[config.mk]
export PLATFORM = sky130hd
export DESIGN_NAME = mission_phase_sequencer
export DESIGN_NICKNAME = d
export VERILOG_FILES = /design/src/hw/rtl/mps_pkg.sv /design/src/hw/rtl/mission_phase_sequencer.sv /design/src/hw/rtl/mps_csr.sv /design/src/hw/rtl/mps_step.sv
export SDC_FILE = /design/constraint.sdc
export NUM_CORES = 1
export LEC_CHECK = 0
export BUFFER_PORTS_ARGS = -buffer_cell sky130_fd_sc_hd__buf_2
export CAP_MARGIN = 10
export CORE_UTILIZATION = 37
export DETAILED_ROUTE_END_ITERATION = 16
export HOLD_SLACK_MARGIN = 0.05
export RECOVER_POWER = 100
export SLEW_MARGIN = 15
export SYNTH_ARGS = -nofsm -noshare
export SYNTH_HDL_FRONTEND = slang
export SYNTH_SLANG_ARGS = --single-unit
[constraint.sdc]
create_clock -name clock -period 3 [get_ports clock]
set_input_delay 0.3 -clock clock [delete_from_list [all_inputs] [get_ports clock]]
set_output_delay 0.3 -clock clock [all_outputs]
set_load 0.01 [all_outputs]
[src/hw/rtl/mps_pkg.sv]
`timescale 1ns / 1ps
// ----------------------------------------------------------------------------
// Mission phase sequencer package
// Shared payload types, configuration types and code constants.
// ----------------------------------------------------------------------------
package mps_pkg;

   localparam int VALUE_WIDTH = 16;
   localparam int LEVEL_WIDTH = 7;
   localparam int INDEX_WIDTH = 3;

   // Phase codes; NO_TASK marks that no task was stopped.
   localparam logic [2:0] PH_BOOTUP   = 3'd0;
   localparam logic [2:0] PH_DETUMBLE = 3'd1;
   localparam logic [2:0] PH_CHARGE   = 3'd2;
   localparam logic [2:0] PH_ANTENNAS = 3'd3;
   localparam logic [2:0] PH_COMMS    = 3'd4;
   localparam logic [2:0] PH_DEPLOY   = 3'd5;
   localparam logic [2:0] PH_ORIENT   = 3'd6;
   localparam logic [2:0] NO_TASK     = 3'd7;

   // Message kinds.
   localparam logic [2:0] MODE_BOOT    = 3'd0;
   localparam logic [2:0] MODE_RATE    = 3'd1;
   localparam logic [2:0] MODE_BATTERY = 3'd2;
   localparam logic [2:0] MODE_STAR    = 3'd3;

   // Configuration register indexes.
   localparam logic [INDEX_WIDTH-1:0] REG_DETUMBLE_RATE  = 3'd0;
   localparam logic [INDEX_WIDTH-1:0] REG_CHARGE_LEVEL   = 3'd1;
   localparam logic [INDEX_WIDTH-1:0] REG_ANTENNA_LEVEL  = 3'd2;
   localparam logic [INDEX_WIDTH-1:0] REG_COMMS_LEVEL    = 3'd3;
   localparam logic [INDEX_WIDTH-1:0] REG_COMMS_RATE     = 3'd4;
   localparam logic [INDEX_WIDTH-1:0] REG_DEPLOY_LEVEL   = 3'd5;
   localparam logic [INDEX_WIDTH-1:0] REG_STAR_LIMIT     = 3'd6;

   typedef struct packed {
      logic        [2:0]             mode;
      logic signed [VALUE_WIDTH-1:0] reading;
      logic signed [VALUE_WIDTH-1:0] star_x;
      logic signed [VALUE_WIDTH-1:0] star_y;
      logic signed [VALUE_WIDTH-1:0] star_z;
   } req_type;

   typedef struct packed {
      logic [2:0] phase;
      logic       changed;
      logic [2:0] stopped_task;
      logic       armed;
      logic       deployed;
   } rsp_type;

   typedef struct packed {
      logic signed [VALUE_WIDTH-1:0] detumble_rate_limit;
      logic        [LEVEL_WIDTH-1:0] charge_battery_level;
      logic        [LEVEL_WIDTH-1:0] antenna_battery_level;
      logic        [LEVEL_WIDTH-1:0] comms_battery_level;
      logic signed [VALUE_WIDTH-1:0] comms_rate_limit;
      logic        [LEVEL_WIDTH-1:0] deploy_battery_level;
      logic signed [VALUE_WIDTH-1:0] star_angle_limit;
   } cfg_type;

   typedef struct packed {
      logic [2:0] phase;
      logic       armed;
      logic       deployed;
   } state_type;

endpackage

[src/hw/rtl/mission_phase_sequencer.sv]
`timescale 1ns / 1ps
// ----------------------------------------------------------------------------
// Mission phase sequencer
// Satellite flight-phase sequencer driven by decoded telemetry messages.
// ----------------------------------------------------------------------------
// Usage:
// Each request transaction on the req_ channel carries one decoded telemetry
// message (boot ended, angular rate, battery level or star tracker position).
// Every request yields exactly one response transaction on the rsp_ channel
// with the phase after the message, a changed mark, the stopped task code and
// the checkpoint and deployed-once flags.
// The request is captured in an input register; the transition logic then
// evaluates it against the phase state and the result is written to the
// output register, which drives rsp_valid; while that register is full and
// not taken, the request waits in the input register. One transaction is
// accepted per clock when the receiver keeps rsp_ready high; the single
// phase state register update per cycle sets that figure.
// When the receiver stalls, the output register holds its response and the
// input register holds the next request; req_ready falls once both are full
// and nothing is lost or repeated.
// Reset clears the phase to bootup, both flags, all valid bits, and loads the
// threshold registers with their defaults. The user must write registers via
// the csr_ port only while no transaction is in flight; nothing enforces it.
// ----------------------------------------------------------------------------
module mission_phase_sequencer (
   input  logic                                clock,
   input  logic                                reset,
   input  logic                                req_valid,
   output logic                                req_ready,
   input  mps_pkg::req_type                    req_data,
   output logic                                rsp_valid,
   input  logic                                rsp_ready,
   output mps_pkg::rsp_type                    rsp_data,
   input  logic                                csr_we,
   input  logic [mps_pkg::INDEX_WIDTH-1:0]     csr_index,
   input  logic [mps_pkg::VALUE_WIDTH-1:0]     csr_wdata
);
   import mps_pkg::*;

   cfg_type   cfg;

   // Input stage.
   logic      in_valid_ff;
   logic      in_valid_in;
   req_type   in_data_ff;

   // Phase state.
   state_type state_ff;
   state_type state_in;

   // Output stage.
   logic      out_valid_ff;
   logic      out_valid_in;
   rsp_type   out_data_ff;
   rsp_type   step_rsp;

   logic      advance;
   logic      req_fire;

   mps_csr u_csr (
      .clock     (clock),
      .reset     (reset),
      .csr_we    (csr_we),
      .csr_index (csr_index),
      .csr_wdata (csr_wdata),
      .cfg       (cfg)
   );

   mps_step u_step (
      .state_cur (state_ff),
      .cfg       (cfg),
      .req       (in_data_ff),
      .state_nxt (state_in),
      .rsp       (step_rsp)
   );

   // The held request moves into the output register whenever that register
   // is empty or its response is being taken in this cycle.
   assign advance   = in_valid_ff && (!out_valid_ff || rsp_ready);
   assign req_ready = !in_valid_ff || advance;
   assign req_fire  = req_valid && req_ready;

   assign in_valid_in  = req_fire || (in_valid_ff && !advance);
   assign out_valid_in = advance || (out_valid_ff && !rsp_ready);

   always_ff @(posedge clock) begin
      if (reset) begin
         in_valid_ff    <= 1'b0;
         out_valid_ff   <= 1'b0;
         state_ff.phase    <= PH_BOOTUP;
         state_ff.armed    <= 1'b0;
         state_ff.deployed <= 1'b0;
      end else begin
         in_valid_ff  <= in_valid_in;
         out_valid_ff <= out_valid_in;
         if (advance) begin
            state_ff <= state_in;
         end
      end
   end

   // Payload registers carry no reset.
   always_ff @(posedge clock) begin
      if (req_fire) begin
         in_data_ff <= req_data;
      end
      if (advance) begin
         out_data_ff <= step_rsp;
      end
   end

   assign rsp_valid = out_valid_ff;
   assign rsp_data  = out_data_ff;

endmodule

[src/hw/rtl/mps_csr.sv]
`timescale 1ns / 1ps
// ----------------------------------------------------------------------------
// Mission phase sequencer configuration registers
// Holds the seven threshold registers written through the plain write port.
// ----------------------------------------------------------------------------
module mps_csr (
   input  logic                                clock,
   input  logic                                reset,
   input  logic                                csr_we,
   input  logic [mps_pkg::INDEX_WIDTH-1:0]     csr_index,
   input  logic [mps_pkg::VALUE_WIDTH-1:0]     csr_wdata,
   output mps_pkg::cfg_type                    cfg
);
   import mps_pkg::*;

   cfg_type cfg_ff;
   cfg_type cfg_in;

   always_comb begin
      cfg_in = cfg_ff;
      if (csr_we) begin
         case (csr_index)
            REG_DETUMBLE_RATE: cfg_in.detumble_rate_limit   = csr_wdata;
            REG_CHARGE_LEVEL:  cfg_in.charge_battery_level  = csr_wdata[LEVEL_WIDTH-1:0];
            REG_ANTENNA_LEVEL: cfg_in.antenna_battery_level = csr_wdata[LEVEL_WIDTH-1:0];
            REG_COMMS_LEVEL:   cfg_in.comms_battery_level   = csr_wdata[LEVEL_WIDTH-1:0];
            REG_COMMS_RATE:    cfg_in.comms_rate_limit      = csr_wdata;
            REG_DEPLOY_LEVEL:  cfg_in.deploy_battery_level  = csr_wdata[LEVEL_WIDTH-1:0];
            REG_STAR_LIMIT:    cfg_in.star_angle_limit      = csr_wdata;
            default: begin
               // Writes to unused indexes are dropped.
            end
         endcase
      end
   end

   always_ff @(posedge clock) begin
      if (reset) begin
         cfg_ff.detumble_rate_limit   <= VALUE_WIDTH'(0);
         cfg_ff.charge_battery_level  <= LEVEL_WIDTH'(75);
         cfg_ff.antenna_battery_level <= LEVEL_WIDTH'(50);
         cfg_ff.comms_battery_level   <= LEVEL_WIDTH'(50);
         cfg_ff.comms_rate_limit      <= VALUE_WIDTH'(1);
         cfg_ff.deploy_battery_level  <= LEVEL_WIDTH'(30);
         cfg_ff.star_angle_limit      <= VALUE_WIDTH'(90);
      end else begin
         cfg_ff <= cfg_in;
      end
   end

   assign cfg = cfg_ff;

endmodule

[src/hw/rtl/mps_step.sv]
`timescale 1ns / 1ps
// ----------------------------------------------------------------------------
// Mission phase sequencer transition logic
// Combinational threshold tests and phase transition for one message.
// ----------------------------------------------------------------------------
module mps_step (
   input  mps_pkg::state_type state_cur,
   input  mps_pkg::cfg_type   cfg,
   input  mps_pkg::req_type   req,
   output mps_pkg::state_type state_nxt,
   output mps_pkg::rsp_type   rsp
);
   import mps_pkg::*;

   logic is_rate;
   logic is_battery;
   logic is_star;
   logic aligned;
   logic rate_detumble_ok;
   logic rate_comms_ok;
   logic bat_charge_ok;
   logic bat_antenna_ok;
   logic bat_comms_ok;
   logic bat_deploy_ok;
   logic [2:0] stopped;
   logic       armed_tmp;

   assign is_rate    = (req.mode == MODE_RATE);
   assign is_battery = (req.mode == MODE_BATTERY);
   assign is_star    = (req.mode == MODE_STAR);

   assign aligned = (req.star_x > cfg.star_angle_limit) &&
                    (req.star_y > cfg.star_angle_limit) &&
                    (req.star_z > cfg.star_angle_limit);

   assign rate_detumble_ok = (req.reading <= cfg.detumble_rate_limit);
   assign rate_comms_ok    = (req.reading <= cfg.comms_rate_limit);

   // Battery levels are unsigned; zero-extend them into the signed domain.
   assign bat_charge_ok  = (req.reading >=
      $signed({{(VALUE_WIDTH-LEVEL_WIDTH){1'b0}}, cfg.charge_battery_level}));
   assign bat_antenna_ok = (req.reading >=
      $signed({{(VALUE_WIDTH-LEVEL_WIDTH){1'b0}}, cfg.antenna_battery_level}));
   assign bat_comms_ok   = (req.reading >=
      $signed({{(VALUE_WIDTH-LEVEL_WIDTH){1'b0}}, cfg.comms_battery_level}));
   assign bat_deploy_ok  = (req.reading >=
      $signed({{(VALUE_WIDTH-LEVEL_WIDTH){1'b0}}, cfg.deploy_battery_level}));

   always_comb begin
      state_nxt = state_cur;
      stopped   = NO_TASK;
      armed_tmp = state_cur.armed;
      case (state_cur.phase)
         PH_BOOTUP: begin
            if (req.mode == MODE_BOOT) begin
               state_nxt.phase = PH_DETUMBLE;
            end
         end
         PH_DETUMBLE: begin
            if (is_rate && rate_detumble_ok) begin
               state_nxt.phase = PH_CHARGE;
               stopped         = PH_DETUMBLE;
            end
         end
         PH_CHARGE: begin
            if (is_battery && bat_charge_ok) begin
               state_nxt.phase = PH_ANTENNAS;
               stopped         = PH_CHARGE;
            end
         end
         PH_ANTENNAS: begin
            armed_tmp       = state_cur.armed | (is_battery & bat_antenna_ok);
            state_nxt.armed = armed_tmp;
            if (armed_tmp && is_star && aligned) begin
               state_nxt.armed = 1'b0;
               state_nxt.phase = PH_COMMS;
               stopped         = PH_ANTENNAS;
            end
         end
         PH_COMMS: begin
            armed_tmp       = state_cur.armed | (is_battery & bat_comms_ok);
            state_nxt.armed = armed_tmp;
            if (armed_tmp && is_rate && rate_comms_ok) begin
               state_nxt.armed = 1'b0;
               stopped         = PH_COMMS;
               if (!state_cur.deployed) begin
                  state_nxt.deployed = 1'b1;
                  state_nxt.phase    = PH_DEPLOY;
               end else begin
                  state_nxt.phase = PH_ORIENT;
               end
            end
         end
         PH_DEPLOY: begin
            if (is_battery && bat_deploy_ok) begin
               state_nxt.phase = PH_ORIENT;
               stopped         = PH_DEPLOY;
            end
         end
         PH_ORIENT: begin
            if (is_star && aligned) begin
               state_nxt.phase = PH_COMMS;
               stopped         = PH_ORIENT;
            end
         end
         default: begin
            // Unreachable phase code: hold everything.
         end
      endcase
   end

   assign rsp.phase        = state_nxt.phase;
   assign rsp.changed      = (state_nxt.phase != state_cur.phase);
   assign rsp.stopped_task = stopped;
   assign rsp.armed        = state_nxt.armed;
   assign rsp.deployed     = state_nxt.deployed;

endmodule

==> impl_metrics.tcl, run 1 <==
set metrics [dict create \
    grt_max_degree 68 \
    hold_start "req_data[60]" \
    track_usage_pct 20.5 \
    status "finished, violations left" \
    ioPinCount 102 \
    end_kind "register" \
    finalInstanceArea_mm2 0.0104 \
    synth-edff-count 76 \
    synth-compound-area-share_pct 13.9 \
    cts_tree "built" \
    hold_depth 1 \
    ys_warn_count 0 \
    antenna_cells 0 \
    wl_per_cell_um 16.9 \
    vias 6779 \
    area_delta_synth_final_pct 25.2 \
    violations "max-capacitance violations, max-slew violations" \
    rsz0062_at_grt "true" \
    synth_seq_cells 159 \
    grt_use_met2_pct 33.4 \
    async_reset_ff_share_pct 0 \
    finalHoldViolCount 0 \
    layout.nets 1224 \
    power_leakage_uw 0.00418 \
    critPathMaxFanout 4 \
    cp.arrival_ns 3.00 \
    tightest_slew_ns 1.85 \
    coreArea_mm2 0.0219 \
    nFillCells 2144 \
    ys.flop_type "dfxtp_1" \
    irDropWorstVdd_mv 0.324 \
    avgSynthCellArea_um2 9.76 \
    clk_pin_slew_worst_paths_ns 0.07 \
    dp_hpwl_um 16100 \
    setup_viol 0 \
    startpoint_type "register" \
    grt_pass1_wl_um 35000 \
    dieArea_mm2 0.0230 \
    globalRouteOverflowTotal 0 \
    powerDensity_mw_per_mm2 500 \
    grt_util_met1_pct 27.1 \
    routed_wl_um 22300 \
    r2r_cells 10 \
    htree_levels 4 \
    netlist_instances 849 \
    ys_types 57 \
    finish.utilization_pct 47.4 \
    dpl_cell_area_mm2 0.00921 \
    start_util_pct 37.9 \
    clk-insertion-delay-late_ns 0.44 \
    ant_nets 0 \
    clockRootBuffer "clkbuf_16" \
    fmax_mhz 353 \
    timing.rr.end "rsp_data[7]$_DFFE_PP_" \
    cts_inserted_buffers 17 \
    min_path_type "in -> reg" \
    synthAdderAreaFrac_pct 16.3 \
    netlist_area_mm2 0.00829 \
    fin_crit_sh_pct 94.4 \
    maxCapViolations 2 \
    ff2ff_setup_slack_ns 0.17 \
    synth_top_family_by_area "simple AND/OR/NAND/NOR gates" \
    die_y_um 152 \
    fin_tns_setup_ns 0 \
    yosys.area_share.simple_pct 16.3 \
    power.total_uw 5190 \
    layout-drive-gt1-share_pct 13.1 \
    drc 0 \
    die_w_um 152 \
    ys_seq_area_share_pct 47.6 \
    synth_xor_area_share_pct 0 \
    holdPathEnd "in_data_ff[60]$_DFFE_PP_" \
    clockBufferDepth 2 \
    slew_viol_final 103 \
    rr_startpoint "u_csr.cfg[15]$_SDFFE_PP0P_" \
    required_ns 3.17 \
    min_period_ns 2.83 \
    drt_first_pass_iters 5 \
    drt_iter0_markers 481 \
    syn_nets 1048 \
    gp_congestion 0.858 \
    grt_pass1_vias 6682 \
    via_per_inst 5.14 \
    synthMuxAreaShare_pct 0.966 \
    slew_headroom_pct -23.2 \
    grt_util_met3_pct 4.31 \
    fin_hold_ws_ns 0.0779 \
    top_usage_layer "met2" \
    antenna_found_initial 0 \
    rows 54 \
    critical_path_class "reg -> reg" \
    cts_num_sinks 159 \
    skew_ns 0.0136 \
    portBuffers 101 \
]
## through the flow
stage	setup WS, ns	cells
after global routing	-0.00172	1318
after CTS	0.0708	1312
after global placement	0.160	1224
final	0.168	1318
after detailed placement	0.0989	1224
after floorplan	0.357	849
## cell usage in the layout, fill, tap and decap left out, drive strengths merged, types with 8 or more instances in the layout
cell / n
nand4: 14
a211oi: 9
mux2i: 8
buf: 91
nor2b: 13
nand3: 17
inv: 89
clkinv: 8
nor2: 31
a21o: 11
dlygate4sd3: 58
dfxtp: 83
o21ai: 17
nand3b: 13
edfxtp: 76
o211ai: 8
a21oi: 91
ha: 108
nand2: 154
clkbuf: 50
## kinds of logic after synthesis
group	after synthesis
and+or+nand+nor	285
AOI/OAI and AO/OA	181
DFF	159
buffers and inverters	108
adders and majority gates	108
muxes	8
## flip-flops by register name (all words and copies together), names as in the netlist
| name | count |
|---|---|
| in_valid_ff | 1 |
| in_data_ff | 67 |
| rsp_data | 9 |
| rsp_valid | 1 |
| state_ff | 5 |
| u_csr.cfg | 76 |
## layout make-up
cell class	count	area, um^2	share of cell area (%)
Tap cell	280	350	3.37
Inverter	83	312	3.00
Sequential cell	159	3940	38.0
Clock buffer	17	425	4.10
Multi-Input combinational cell	582	3970	38.2
Clock inverter	15	175	1.69
Timing Repair Buffer	182	1210	11.6
## routing by layer
layer | share of wire [%] | wire (um) | vias up
li1 | - | - | 3382
met1 | 46 | 10200 | 3181
met2 | 47 | 10500 | 189
met3 | 5.6 | 1240 | 27
met4 | 1.7 | 386 | 0
met5 | 0 | 0 | -
## worst max-delay path: stages (launching register included)
cell	delay (ns)
dfxtp_1	0.33
inv_1	0.09
ha_1	0.34
nand3_1	0.16
nor4_2	0.39
a21boi_2	0.26
a311oi_1	0.09
a311oi_4	0.34
nand2_1	0.20
a21oi_1	0.23
o22ai_1	0.14
## worst max-delay path by stage
| stage | start | cells after the start | to |
|---|---|---|---|
| after floorplan | rsp_valid$_SDFF_PP0_ | 3 | in_data_ff[0]$_DFFE_PP_ |
| after global placement | u_csr.cfg[8]$_SDFFE_PP0P_ | 10 | rsp_data[6]$_DFFE_PP_ |
| after detailed placement | u_csr.cfg[8]$_SDFFE_PP0P_ | 10 | rsp_data[6]$_DFFE_PP_ |
| after CTS | u_csr.cfg[15]$_SDFFE_PP0P_ | 10 | rsp_data[6]$_DFFE_PP_ |
| after global routing | in_data_ff[63]$_DFFE_PP_ | 9 | state_ff[3]$_SDFFE_PP0P_ |
| final | u_csr.cfg[15]$_SDFFE_PP0P_ | 10 | rsp_data[7]$_DFFE_PP_ |
## report_power, final
group | switching (uW) | internal [uW]
sequential | 49.4 | 2370
clock | 1010 | 1190
combinational | 313 | 254
total | 1380 | 3810
## synth_stat cells (2+ instances only)
cell,instances,area (um^2)
nor4_1,5,31.3
nand4b_1,4,35.0
nor2b_1,13,81.3
o21a_1,3,22.5
dfxtp_1,83,1660
o21ai_0,17,85.1
o2111ai_1,2,17.5
nand4_1,14,87.6
nor4_2,2,25.0
a311o_1,6,60.1
o311ai_1,2,17.5
ha_1,108,1350
nor3_1,7,35.0
o211ai_1,8,60.1
a31oi_1,2,12.5
nor2_1,31,116
or3_1,3,18.8
and2_1,3,18.8
a21boi_0,2,15.0
o21bai_1,2,15.0
mux2i_1,8,80.1
or3b_2,2,17.5
o31ai_1,2,15.0
a211oi_1,9,67.6
nand2b_1,7,43.8
a21o_1,11,82.6
edfxtp_1,76,2280
nand3b_1,13,97.6
nand2_1,154,578
a211o_1,3,26.3
and4_1,3,26.3
a21oi_1,91,455
clkbuf_1,24,90.1
or4_1,2,15.0
nor3b_1,4,30.0
a311oi_1,5,43.8
nand3_1,16,80.1
o31a_1,2,17.5
inv_1,82,308
## repair_timing
item	in CTS	in global routing
gates resized for setup	0	6
buffers inserted	0	4
endpoints found under the hold margin	56	2
endpoints found under the setup margin	0	5
hold buffers	56	2
Power figures use the tool's default switching activity.
==> inputs of run 2 (changes only) <==
--- a/config.mk
+++ b/config.mk
@@ -8,6 +8,7 @@
 export BUFFER_PORTS_ARGS = -buffer_cell sky130_fd_sc_hd__buf_2
 export CAP_MARGIN = 10
 export CORE_UTILIZATION = 37
+export CTS_BUF_LIST = sky130_fd_sc_hd__clkbuf_8
 export DETAILED_ROUTE_END_ITERATION = 16
 export HOLD_SLACK_MARGIN = 0.05
 export RECOVER_POWER = 100
==> run 2 against run 1 <==
  * The run still ends with max-capacitance violations, max-slew violations left
  * Design area shrank 1.0%
  * Die area did not move
  * Non-clock buffer count grew 8
  * Combinational power is 1% higher
  * Register-to-register slack lost 0.04 ns
  * Clock skew grew 0.0094 ns
  * Largest cell class unchanged
  * Highest routed layer unchanged
==> impl_metrics.tcl, run 2 (synthesis gave the netlist of run 1 again) <==
set metrics [dict create \
    tightest_slew_ns 1.85 \
    fin_tns_setup_ns 0 \
    cts_inserted_buffers 17 \
    fin_crit_sh_pct 95.7 \
    clk-insertion-delay-late_ns 0.48 \
    grt_pass1_wl_um 34900 \
    area_delta_synth_final_pct 23.9 \
    rows 54 \
    portBuffers 101 \
    cp.arrival_ns 3.24 \
    dp_hpwl_um 16100 \
    skew_ns 0.0230 \
    layout-drive-gt1-share_pct 12.9 \
    globalRouteOverflowTotal 0 \
    power_leakage_uw 0.00413 \
    htree_levels 4 \
    drt_iter0_markers 482 \
    setup_ws_ns 0.129 \
    largest_register_ffs 76 \
    ant_nets 0 \
    die_y_um 152 \
    cts_num_sinks 159 \
    irDropWorstVdd_mv 0.275 \
    critPathMaxFanout 4 \
    end_kind "register" \
    antenna_found_initial 0 \
    vias 6783 \
    ioPinCount 102 \
    die_w_um 152 \
    final_common_cell "nand2_1" \
    critical_path_class "reg -> reg" \
    drt_first_pass_iters 5 \
    dieArea_mm2 0.0230 \
    finish.utilization_pct 46.9 \
    violations "max-capacitance violations, max-slew violations" \
    setup_viol 0 \
    clockRootBuffer "clkbuf_8" \
    cts_tree "built" \
    slew_viol_final 103 \
    min_path_type "in -> reg" \
    wl_per_cell_um 16.8 \
    clockBufferDepth 2 \
    powerDensity_mw_per_mm2 451 \
    nFillCells 2160 \
    finalHoldViolCount 0 \
    min_period_ns 2.87 \
    track_usage_pct 20.2 \
    gp_congestion 0.858 \
    regArea_mm2 0.00394 \
    fmax_mhz 348 \
    drc 0 \
    slew_headroom_pct -23.4 \
    coreArea_mm2 0.0219 \
    rsz0062_at_grt "true" \
    multiInputGateArea_mm2 0.00397 \
    startpoint_type "register" \
    grt_max_degree 68 \
    dp_slack_ns 0.0989 \
    required_ns 3.37 \
    start_util_pct 37.9 \
    layout.nets 1232 \
    fin_hold_ws_ns 0.0586 \
    clk_pin_slew_worst_paths_ns 0.09 \
    final_cell_mix "154 x nand2_1, 108 x ha_1, 91 x a21oi_1" \
    antenna_cells 0 \
    status "finished, violations left" \
    via_per_inst 5.12 \
    maxCapViolations 2 \
    routed_wl_um 22300 \
    grt_pass1_vias 6653 \
]
[run 2: cell count changes in the layout (fill, tap and decap cells not counted)]
cell / change
buf_4: -1
clkbuf_16: -17
clkbuf_1: -1
dlygate4sd3_1: +9
buf_2: +1
a21bo_1: +1
a21bo_2: -1
clkbuf_8: +17
[run 2: per-layer routing]
layer | vias up | track usage (%) | wire (um)
met4 | 0 | 6.09 | 403
met2 | 206 | 33.1 | 10400
met1 | 3148 | 27.0 | 10300
met5 | - | 0 | 0
met3 | 36 | 3.65 | 1270
li1 | 3393 | - | -
[run 2: path summary, 6_finish.rpt]
check	start	to	slack, ns	cells after the start
max	in_data_ff[54]$_DFFE_PP_	state_ff[3]$_SDFFE_PP0P_	0.13	9
min	req_valid	in_valid_ff$_SDFF_PP0_	0.06	3
max reg2reg	in_data_ff[54]$_DFFE_PP_	state_ff[3]$_SDFFE_PP0P_	0.13	9
min reg2reg	u_csr.cfg[13]$_SDFFE_PP0P_	u_csr.cfg[13]$_SDFFE_PP0P_	0.46	2
[run 2: metrics by stage]
stage / total power (uW) / cells / area [um^2]
floorplan: 2750 / 849 / 8290
global placement: 2970 / 1224 / 9210
detailed placement: 2970 / 1224 / 9210
CTS: 4660 / 1323 / 10300
global route: 4830 / 1326 / 10300
finish: 4630 / 1326 / 10300
[run 2: repair_timing]
action	CTS	global route
endpoints found under the setup margin	0	5
hold buffers	67	0
gates resized for setup	0	6
endpoints found under the hold margin	67	0
setup buffers	0	3
[run 2: area by class of cell]
type | instances | area share [%]
clock buffer | 17 | 2.28
clock inverter | 15 | 1.71
inverter | 83 | 3.03
multi-input combinational | 582 | 38.6
sequential | 159 | 38.4
tap | 280 | 3.41
timing repair buffer | 190 | 12.6
[run 2: critical path, stage by stage, from the launching register on]
cell and delay (ns):
edfxtp_1 0.47, ha_1 0.35, nand4_1 0.17, o21ai_0 0.11, nor3_1 0.26, o2111ai_1 0.21, a32oi_1 0.39, a21boi_1 0.20
or4_1 0.53, o311ai_1 0.10
[run 2: power breakdown]
group	internal [uW]	total, uW	leakage (uW)	switching [uW]
clock	702	1640	0.000209	941
combinational	260	574	0.00251	313
sequential	2370	2420	0.00141	49.2
